### config.mk
export PLATFORM = sky130hd
export DESIGN_NAME = pcsm_ctrl
export DESIGN_NICKNAME = d
export VERILOG_FILES = /design/src/hw/rtl/pcsm_pkg.sv /design/src/hw/rtl/pcsm_ctrl.sv
export SDC_FILE = /design/constraint.sdc
export NUM_CORES = 1
export LEC_CHECK = 0
export ABC_CLOCK_PERIOD_IN_PS = 6800
export BUFFER_PORTS_ARGS = -buffer_cell sky130_fd_sc_hd__buf_2
export CAP_MARGIN = 20
export CELL_PAD_IN_SITES_DETAIL_PLACEMENT = 0
export CELL_PAD_IN_SITES_GLOBAL_PLACEMENT = 1
export CORE_AREA = 8 8 58 60
export CTS_CLUSTER_DIAMETER = 50
export DETAILED_ROUTE_END_ITERATION = 12
export DIE_AREA = 0 0 66 68
export PLACE_DENSITY = 0.81
export SLEW_MARGIN = 20
export SYNTH_ARGS = -nofsm -noshare
export SYNTH_HDL_FRONTEND = slang
export SYNTH_SLANG_ARGS = --single-unit
### constraint.sdc
create_clock -name clk -period 6.8 [get_ports clk]
set_clock_uncertainty 0.15 [all_clocks]
set_input_delay 2.04 -clock clk [delete_from_list [all_inputs] [get_ports clk]]
set_output_delay 2.04 -clock clk [all_outputs]
set_load 0.05 [all_outputs]
### src/hw/rtl/pcsm_pkg.sv
// Shared types and constants of the p-code stack machine step unit.
`default_nettype none
package pcsm_pkg;
  localparam int ADDR_W = 10;
  localparam int WORD_W = 32;
  localparam int TOP_W  = 11;

  typedef enum logic [3:0] {
    OP_LIT  = 4'd0,
    OP_LOD  = 4'd1,
    OP_STO  = 4'd2,
    OP_CAL  = 4'd3,
    OP_INT  = 4'd4,
    OP_JMP  = 4'd5,
    OP_JPC  = 4'd6,
    OP_OPR  = 4'd7,
    OP_LEA  = 4'd8,
    OP_LODI = 4'd9,
    OP_STOI = 4'd10,
    OP_REL  = 4'd11
  } op_t;

  localparam logic signed [WORD_W-1:0] OPR_RET   = 32'sd0;
  localparam logic signed [WORD_W-1:0] OPR_NEG   = 32'sd1;
  localparam logic signed [WORD_W-1:0] OPR_ADD   = 32'sd2;
  localparam logic signed [WORD_W-1:0] OPR_SUB   = 32'sd3;
  localparam logic signed [WORD_W-1:0] OPR_MUL   = 32'sd4;
  localparam logic signed [WORD_W-1:0] OPR_DIV   = 32'sd5;
  localparam logic signed [WORD_W-1:0] OPR_ODD   = 32'sd6;
  localparam logic signed [WORD_W-1:0] OPR_EQL   = 32'sd8;
  localparam logic signed [WORD_W-1:0] OPR_NEQ   = 32'sd9;
  localparam logic signed [WORD_W-1:0] OPR_LSS   = 32'sd10;
  localparam logic signed [WORD_W-1:0] OPR_GEQ   = 32'sd11;
  localparam logic signed [WORD_W-1:0] OPR_GTR   = 32'sd12;
  localparam logic signed [WORD_W-1:0] OPR_LEQ   = 32'sd13;
  localparam logic signed [WORD_W-1:0] OPR_PRINT = 32'sd14;
  localparam logic signed [WORD_W-1:0] OPR_NL    = 32'sd15;
  localparam logic signed [WORD_W-1:0] OPR_READ  = 32'sd16;

  typedef enum logic [1:0] {
    ST_OK       = 2'd0,
    ST_BAD_ADDR = 2'd1,
    ST_DIV_ZERO = 2'd2,
    ST_RANGE    = 2'd3
  } status_t;

  typedef struct packed {
    logic clr_wr;
    logic accept;
    logic walk_rd;
    logic walk_ld;
    logic rd1;
    logic ld_x;
    logic rd2;
    logic ld_y;
    logic eval;
    logic div_start;
    logic div_ld;
    logic wr;
    logic commit;
  } cmd_t;

  typedef struct packed {
    logic clr_last;
    logic walk_end;
    logic fail;
    logic is_div;
    logic has_wr;
    logic div_done;
    logic wr_last;
    logic out_free;
  } sts_t;
endpackage
`default_nettype wire

### src/hw/rtl/pcsm_ctrl.sv
// Controller: sequences stack clear, chain walk, reads, divide, writes and commit.
`default_nettype none
module pcsm_ctrl (
  input  wire logic           clk,
  input  wire logic           rst_n,
  input  wire logic           in_valid,
  output logic                in_ready,
  input  wire pcsm_pkg::sts_t sts,
  output pcsm_pkg::cmd_t      cmd
);
  typedef enum logic [11:0] {
    S_CLEAR  = 12'b000000000001,
    S_IDLE   = 12'b000000000010,
    S_WALK   = 12'b000000000100,
    S_WALKW  = 12'b000000001000,
    S_RD1    = 12'b000000010000,
    S_RD1W   = 12'b000000100000,
    S_RD2    = 12'b000001000000,
    S_RD2W   = 12'b000010000000,
    S_EVAL   = 12'b000100000000,
    S_DIV    = 12'b001000000000,
    S_WRITE  = 12'b010000000000,
    S_COMMIT = 12'b100000000000
  } state_t;

  state_t state_r, state_nxt;

  always_ff @(posedge clk) begin
    if (!rst_n) state_r <= S_CLEAR;
    else        state_r <= state_nxt;
  end

  always_comb begin
    state_nxt = state_r;
    cmd       = '0;
    in_ready  = 1'b0;
    case (state_r)
      S_CLEAR: begin
        cmd.clr_wr = 1'b1;
        if (sts.clr_last) state_nxt = S_IDLE;
      end
      S_IDLE: begin
        in_ready = 1'b1;
        if (in_valid) begin
          cmd.accept = 1'b1;
          state_nxt  = S_WALK;
        end
      end
      S_WALK: begin
        if (sts.walk_end) state_nxt = S_RD1;
        else begin
          cmd.walk_rd = 1'b1;
          state_nxt   = S_WALKW;
        end
      end
      S_WALKW: begin
        cmd.walk_ld = 1'b1;
        state_nxt   = S_WALK;
      end
      S_RD1: begin
        cmd.rd1   = 1'b1;
        state_nxt = S_RD1W;
      end
      S_RD1W: begin
        cmd.ld_x  = 1'b1;
        state_nxt = S_RD2;
      end
      S_RD2: begin
        cmd.rd2   = 1'b1;
        state_nxt = S_RD2W;
      end
      S_RD2W: begin
        cmd.ld_y  = 1'b1;
        state_nxt = S_EVAL;
      end
      S_EVAL: begin
        cmd.eval = 1'b1;
        if (sts.fail) state_nxt = S_COMMIT;
        else if (sts.is_div) begin
          cmd.div_start = 1'b1;
          state_nxt     = S_DIV;
        end else if (sts.has_wr) state_nxt = S_WRITE;
        else state_nxt = S_COMMIT;
      end
      S_DIV: begin
        if (sts.div_done) begin
          cmd.div_ld = 1'b1;
          state_nxt  = S_WRITE;
        end
      end
      S_WRITE: begin
        cmd.wr = 1'b1;
        if (sts.wr_last) state_nxt = S_COMMIT;
      end
      S_COMMIT: begin
        if (sts.out_free) begin
          cmd.commit = 1'b1;
          state_nxt  = S_IDLE;
        end
      end
      default: state_nxt = S_CLEAR;
    endcase
  end
endmodule
`default_nettype wire

==> results of run 1 <==
cells in the mapped netlist, types with 2 or more instances:
library cell,n
o21ai_0,5
nor2b_1,4
buf_2,3
dfxtp_1,12
and2_1,5
clkbuf_1,4
nor4_1,6
a21oi_1,6
or4b_2,2
nand3_1,2
nand2b_1,2
inv_1,4
nor2_1,14
or4_4,2
and4b_1,2
xor2_1,3
or4_1,3
nor3b_1,4
and3_1,5
nor3_1,6
nand2_1,10
critical path, stage by stage:
cell and delay (ns):
buf_2 0.10, nor2_1 0.11, and4_1 0.23, buf_2 0.27
per-layer routing:
metal	up-vias	global-route usage, %	part of all wire, %
li1	474	-	-
met1	433	13.2	44
met2	26	16.7	49
met3	5	3.11	5.8
met4	0	5.07	1.4
met5	-	0	0
per-stage QoR:
stage               utilization [%]  cell area [µm²]
global route                   41.0             1050
detailed placement             39.6             1020
floorplan                         -              900
finish                         41.0             1050
CTS                            41.0             1050
global placement               39.6             1020
worst paths after layout:
check,startpoint,endpoint,slack (ns),cells after the start
max,sts[5],cmd[3],1.86,4
min,state_r[10],state_r[10],0.47,2
max reg2reg,state_r[4],state_r[0],4.30,6
min reg2reg,state_r[10],state_r[10],0.47,2
cell type report:
class                      count  area [µm²]  area share, %
sequential                    12         240           22.8
multi-input combinational     97         603           57.2
inverter                       4        15.0           1.43
tap                           31        38.8           3.68
clock buffer                   4        36.3           3.44
timing repair buffer          24         120           11.4
cell families after synthesis:
kind of cell              Yosys count
and+or+nand+nor                    75
xor gates and xnor gates            4
AOI/OAI and AO/OA                  16
muxes                               2
buffers and inverters              12
DFF                                12
power by group through the flow:
stage	sequential (mW)	clock, mW	combinational, mW
floorplan	0.0788	0	0.102
global placement	0.0930	0	0.115
detailed placement	0.0924	0	0.114
CTS	0.0906	0.0597	0.115
global route	0.0930	0.0627	0.127
finish	0.0911	0.0576	0.115
==> key figures, run 1 <==
Run status
  – Status: finished clean

Synthesis
  – Yosys cell types: 38
  – Ys flop type: dfxtp_1
  – Synthesized Nets: roughly 130
  – Post-synth ARST share: 0%
  – Largest family of logic cells by synthesized area: simple AND/OR/NAND/NOR gates
  – Synth Cell Area: 900 µm²
  – Post-synthesis mux area share: 2.36%
  – Yosys top cell by area: dfxtp_1
  – Simple-gate share of the synthesized area: 49.9%
  – Synth Area in XOR/XNOR: 3.89%
  – Top cell type's share of synthesized area: 26.7%
  – Syn avg cell area: about 7.4 µm²
  – Compound-Gate Fraction of Synth Area: 10.8%
  – Number of flops mapped to enable cells by yosys: 0
  – Synth top area cells: dfxtp_1 (27%), nor2_1 (5.8%), nand2_1 (4.2%)
  – Cells after synthesis: 121
  – Seq cells post-synth: 12
  – Post-synthesis adder-cell area fraction: 0%
  – Synthesis Warnings: 0
  – Sequential fraction of the synthesis area: 26.7%

Finish
  – Layout cells sized above 1: 27.0%
  – Syn-to-layout area delta: 17.1%
  – Fillcell total: 271
  – Antenna cells: 0
  – Largest Register: state_r
  – Most frequent cells in the layout: buf_2 (24), nor2_1 (14), dfxtp_1 (12), nand2_1 (10)
  – Number of nets in the final layout: 153
  – Most common cell after layout, fill and taps aside: buf_2
  – Max reg flops: 12
  – Biggest regs: state_r x12
  – Final Instance Count excl. Fillers: 172

Setup path
  – Crit Path Class: in2out
  – CP Capture Type: output pin
  – Worst Path Required: 4.61 ns
  – Critical-path maximum fanout: 2
  – CP arrival: 2.75 ns
  – Worst Setup Start Kind: input port

Power and ir drop
  – Int Power: 0.150 mW
  – Total power draw: 0.264 mW
  – Clock Power Share: between 20% and 30%
  – Sw power: 0.114 mW
  – LEAKAGE: 0.501 nW
  – Switching share of power: between 40% and 50%
  – Pwr Density: about 250 nW/µm²
  – Sequential Power Share: about a third
  – Comb pwr share: a little over two fifths
  – VDD IR max: 0.000116 V

STA
  – Relative slew slack: 47.5%
  – Finish-stage setup viols: 0
  – Max Slew Vio Count: 0
  – Final Hold Vio Count: 0
  – Setup Total Neg Slack: 0 ns
  – Slew @ Worst Pin: 0.777 ns
  – Final worst slack: 1.86 ns
  – Hold Slack: 0.467 ns
  – Post-layout minimum cycle time: 4.94 ns
  – Tcrit/Tclk final: 72.6%
  – F_max: 203 MHz
  – RSZ-0062 raised after global routing: false

Clocking
  – Root buffer cell: clkbuf_4
  – CTS sink count: 12
  – Later-pin clock latency in the skew report: 0.27 ns
  – Post-CTS Setup Repair Bufs: 0
  – H-tree levels: 1
  – Reg clk slew, reported paths: 0.08 ns
  – Cts bufs inserted: 3
  – Post_cts resized: 0
  – CTS Hold Bufs: 0
  – CTS tree: yes
  – Max clock buf depth: 2

Placement
  – Post-DP HPWL: between 1500 and 2000 µm
  – Pre-CTS WS: 1.87 ns
  – GP Congestion: slightly below 0.9
  – Post-Place Cells: 168
  – IO Port Bufs: 24

GRT
  – Antenna violations before repair: 0
  – All-layer global routing usage: 10.7%
  – Gr ovfl total: 0
  – First-pass GRT wire length: 3790 µm
  – Largest net degree at the start of global routing: 13
  – Vias in the first global route: 865

Routing
  – DRC: 0
  – Wirelength, routed: 2250 µm
  – Drt pass-1 iters: 4
  – Vias: 938
  – 1st-iter DRT viols: 39
  – DRT antenna net count: 0
  – WL/cell: 13.1 µm
  – Average via count per standard cell: about 5.5

Die
  – Die height: about 70 µm
  – Initial Utilization: 35.0%
  – Die area: 4490 µm²
  – # rows: 19
  – IO Pins: 25
  – Core area: 2570 µm²
  – Die Wd: 66 µm

Flow run
  – Max_cap viols: 0

Worst hold path
  – Worst min path class: reg2reg
No activity file was read; power rests on OpenSTA's default activity.
==> run 2, diff against run 1 <==
ABC_AREA = 1   (was not set)
ABC_CLOCK_PERIOD_IN_PS = 5100   (was 6800)
CORE_AREA = 8 8 61 63   (was 8 8 58 60)
DIE_AREA = 0 0 69 71   (was 0 0 66 68)
PLACE_DENSITY = 0.75   (was 0.81)
clock period = 5.1 ns   (was 6.8 ns; I/O delays follow)
==> run 2 against run 1 <==
  * Utilization decreased by 3.8 points
  * Synthesized cell count is 20% higher
  * Sequential cell count stayed put
==> key figures, run 2 <==
Run status
  – Status: finished clean

Power and ir drop
  – VDD IR max: 0.000141 V (+22%)
  – LEAKAGE: 0.662 nW (+32%)
  – Total power draw: 0.451 mW (+71%)
  – Pwr Density: 424 nW/µm² (+70%)

STA
  – Setup Total Neg Slack: 0 ns (unchanged)
  – Slew @ Worst Pin: 0.382 ns (-0.395 ns)
  – Final Hold Vio Count: 0 (unchanged)
  – Post-layout minimum cycle time: 3.79 ns
  – Max Slew Vio Count: 0 (unchanged)
  – Finish-stage setup viols: 0 (unchanged)
  – Final worst slack: 1.31 ns (-0.551 ns)
  – RSZ-0062 raised after global routing: false
  – Tcrit/Tclk final: 74.2%
  – Relative slew slack: 74.3% (+27 points)
  – F_max: around 260 MHz

Setup path
  – Reg2reg end: state_r[8]
  – Cell chain of the critical path: buf_2 -> inv_1 -> nand3_1 -> inv_1 -> buf_2
  – Worst Setup Start Kind: input port
  – CP arrival: 2.11 ns (-0.64 ns)
  – Critical-path maximum fanout: 2 (unchanged)
  – CP bufs+invs: 4 (+2)
  – Worst R2R Path Depth: 10 (+4)
  – RR Startpoint: state_r[1]
  – Critical Path Max Stage Delay: 0.25 ns (-0.02 ns)
  – Top cell family by delay on the critical path: buffers and inverters
  – Crit Path Class: in2out
  – Worst Path Required: 3.42 ns (-1.19 ns)
  – Crit path max-delay cell type: buf_2
  – FF-to-FF setup slack: 3.47 ns (-0.83 ns)
  – CP Capture Type: output pin

Clocking
  – Post_cts resized: 0 (unchanged)
  – CTS tree: yes
  – CTS Hold Bufs: 0 (unchanged)
  – CTS sink count: 12 (unchanged)
  – Root buffer cell: clkbuf_4
  – Max clock buf depth: 2 (unchanged)
  – Later-pin clock latency in the skew report: 0.28 ns (about the same)
  – Reg clk slew, reported paths: 0.08 ns (about the same)
  – Post-CTS Setup Repair Bufs: 0 (unchanged)
  – Cts bufs inserted: 3 (unchanged)
  – H-tree levels: 1 (unchanged)

Finish
  – Max reg flops: 12 (unchanged)
  – Syn-to-layout area delta: 22.9%
  – Layout cells sized above 1: 26.6% (-0.36 points)
  – Fin area: 1060 µm² (+0.83%)
  – Number of nets in the final layout: 185 (+21%)
  – Final core occ: 37.2% (-3.8 points)
  – Antenna cells: 0 (unchanged)
  – Largest Register: state_r
  – Most frequent cells in the layout: inv_1 (36), nand2_1 (29), buf_2 (24), nor2_1 (22), dfxtp_1 (12)
  – Biggest regs: state_r x12
  – Most common cell after layout, fill and taps aside: inv_1

Synthesis
  – Yosys top cell by area: dfxtp_1
  – Synthesized Nets: 156 (+18%)
  – Yosys cell types: 18 (-53%)
  – Synth top area cells: dfxtp_1 (28%), inv_1 (16%), nand2_1 (13%)
  – Seq cells post-synth: 12 (unchanged)
  – Number of flops mapped to enable cells by yosys: 0 (unchanged)
  – Top cells by count, synth: inv_1 (36), nand2_1 (29), nor2_1 (22)
  – Cells after synthesis: 145 (+20%)
  – Most frequent cell after synthesis: inv_1
  – Synthesis Warnings: 0 (unchanged)
  – Ys flop type: dfxtp_1
  – Synth Cell Area: 865 µm² (-3.9%)
  – Sequential fraction of the synthesis area: 27.8% (+1.1 points)
  – Top cell type's share of synthesized area: 27.8% (+1.1 points)
  – Post-synth ARST share: 0% (unchanged)
  – Syn avg cell area: 5.96 µm² (-20%)

Die
  – Core area: 2850 µm² (+11%)
  – Initial Utilization: 30.3% (-4.7 points)
  – # rows: 20 (+1)
  – Die Wd: 69 µm (+4.5%)
  – Die height: 71 µm (+4.4%)
  – IO Pins: 25 (unchanged)
  – Die area: 4900 µm² (+9.2%)

Placement
  – Pre-CTS WS: 1.32 ns (-0.552 ns)
  – Placed cell area: 1030 µm² (+0.86%)
  – Post-DP HPWL: 1830 µm (+4.1%)
  – IO Port Bufs: 24 (unchanged)
  – GP Congestion: 0.803 (-9.2%)

Routing
  – WL/cell: 10.5 µm (-20%)
  – Vias: 929 (-0.96%)
  – DRT antenna net count: 0 (unchanged)
  – DRC: 0 (unchanged)
  – Drt pass-1 iters: 4 (unchanged)
  – Average via count per standard cell: 4.51 (-17%)
  – Wirelength, routed: 2150 µm (-4.4%)
  – 1st-iter DRT viols: 47 (+21%)

GRT
  – All-layer global routing usage: 9.47% (-1.2 points)
  – Antenna violations before repair: 0 (unchanged)
  – Largest net degree at the start of global routing: 8 (-5)
  – Vias in the first global route: 952 (+10%)
  – Gr ovfl total: 0 (unchanged)
  – First-pass GRT wire length: 3970 µm (+4.9%)

Worst hold path
  – Hold-critical path depth: 4 (+2)
  – Worst min path class: reg2reg
  – Endpoint of the worst hold path: state_r[7]
  – Hold Crit Start: state_r[6]

Flow run
  – Max_cap viols: 0 (unchanged)
## run 2: worst max-delay path by stage
stage / start / end / slack (ns) / cells after the start
floorplan: in_valid / cmd[11] / 1.20 / 2
global placement: sts[5] / cmd[3] / 1.33 / 5
detailed placement: sts[5] / cmd[3] / 1.32 / 5
CTS: sts[5] / cmd[3] / 1.31 / 5
global route: sts[5] / cmd[3] / 1.24 / 5
finish: sts[5] / cmd[3] / 1.31 / 5
## run 2: layout make-up
cell class                 count  area [µm²]
timing repair buffer          24         120
sequential                    12         240
multi-input combinational     96         485
tap                           33        41.3
fill                         347        1790
inverter                      37         139
clock buffer                   4        36.3
## run 2: metal layers
metal / vias up / track usage [%] / part of all wire, %
met5: - / 0 / 0
met4: 0 / 5.47 / 0.97
li1: 490 / - / -
met1: 414 / 10.5 / 47
met3: 2 / 2.10 / 4.6
met2: 23 / 16.2 / 47
## run 2: where the power goes
group	leakage (nW)	internal, mW	total [mW]	switching [mW]
Sequential	0.0974	0.110	0.122	0.0128
Combinational	0.544	0.0719	0.250	0.178
Clock	0.0210	0.0434	0.0778	0.0344
Total	0.662	0.225	0.451	0.226
## run 2: worst min-delay path, stage by stage (launching register included)
cell and delay, ns:
dfxtp_1 0.33, nand2_1 0.07, nor2_1 0.05, nand2_1 0.08, nor2_1 0.04
## run 2: through the flow
stage,hold slack (ns),std cells
2_1_floorplan,0.412,145
3_3_place_gp,0.448,202
3_5_place_dp,0.460,202
4_1_cts,0.472,206
5_1_grt,0.526,206
6_report,0.461,206
## run 2: cell families (layout without fill, tap and decap cells)
group	count (synthesis)	after routing	share of synthesized area [%]
buffers and inverters	37	65	16.1
flip-flops	12	12	27.8
AO/OA/AOI/OAI	11	11	6.37
AND/OR/NAND/NOR	85	85	49.8
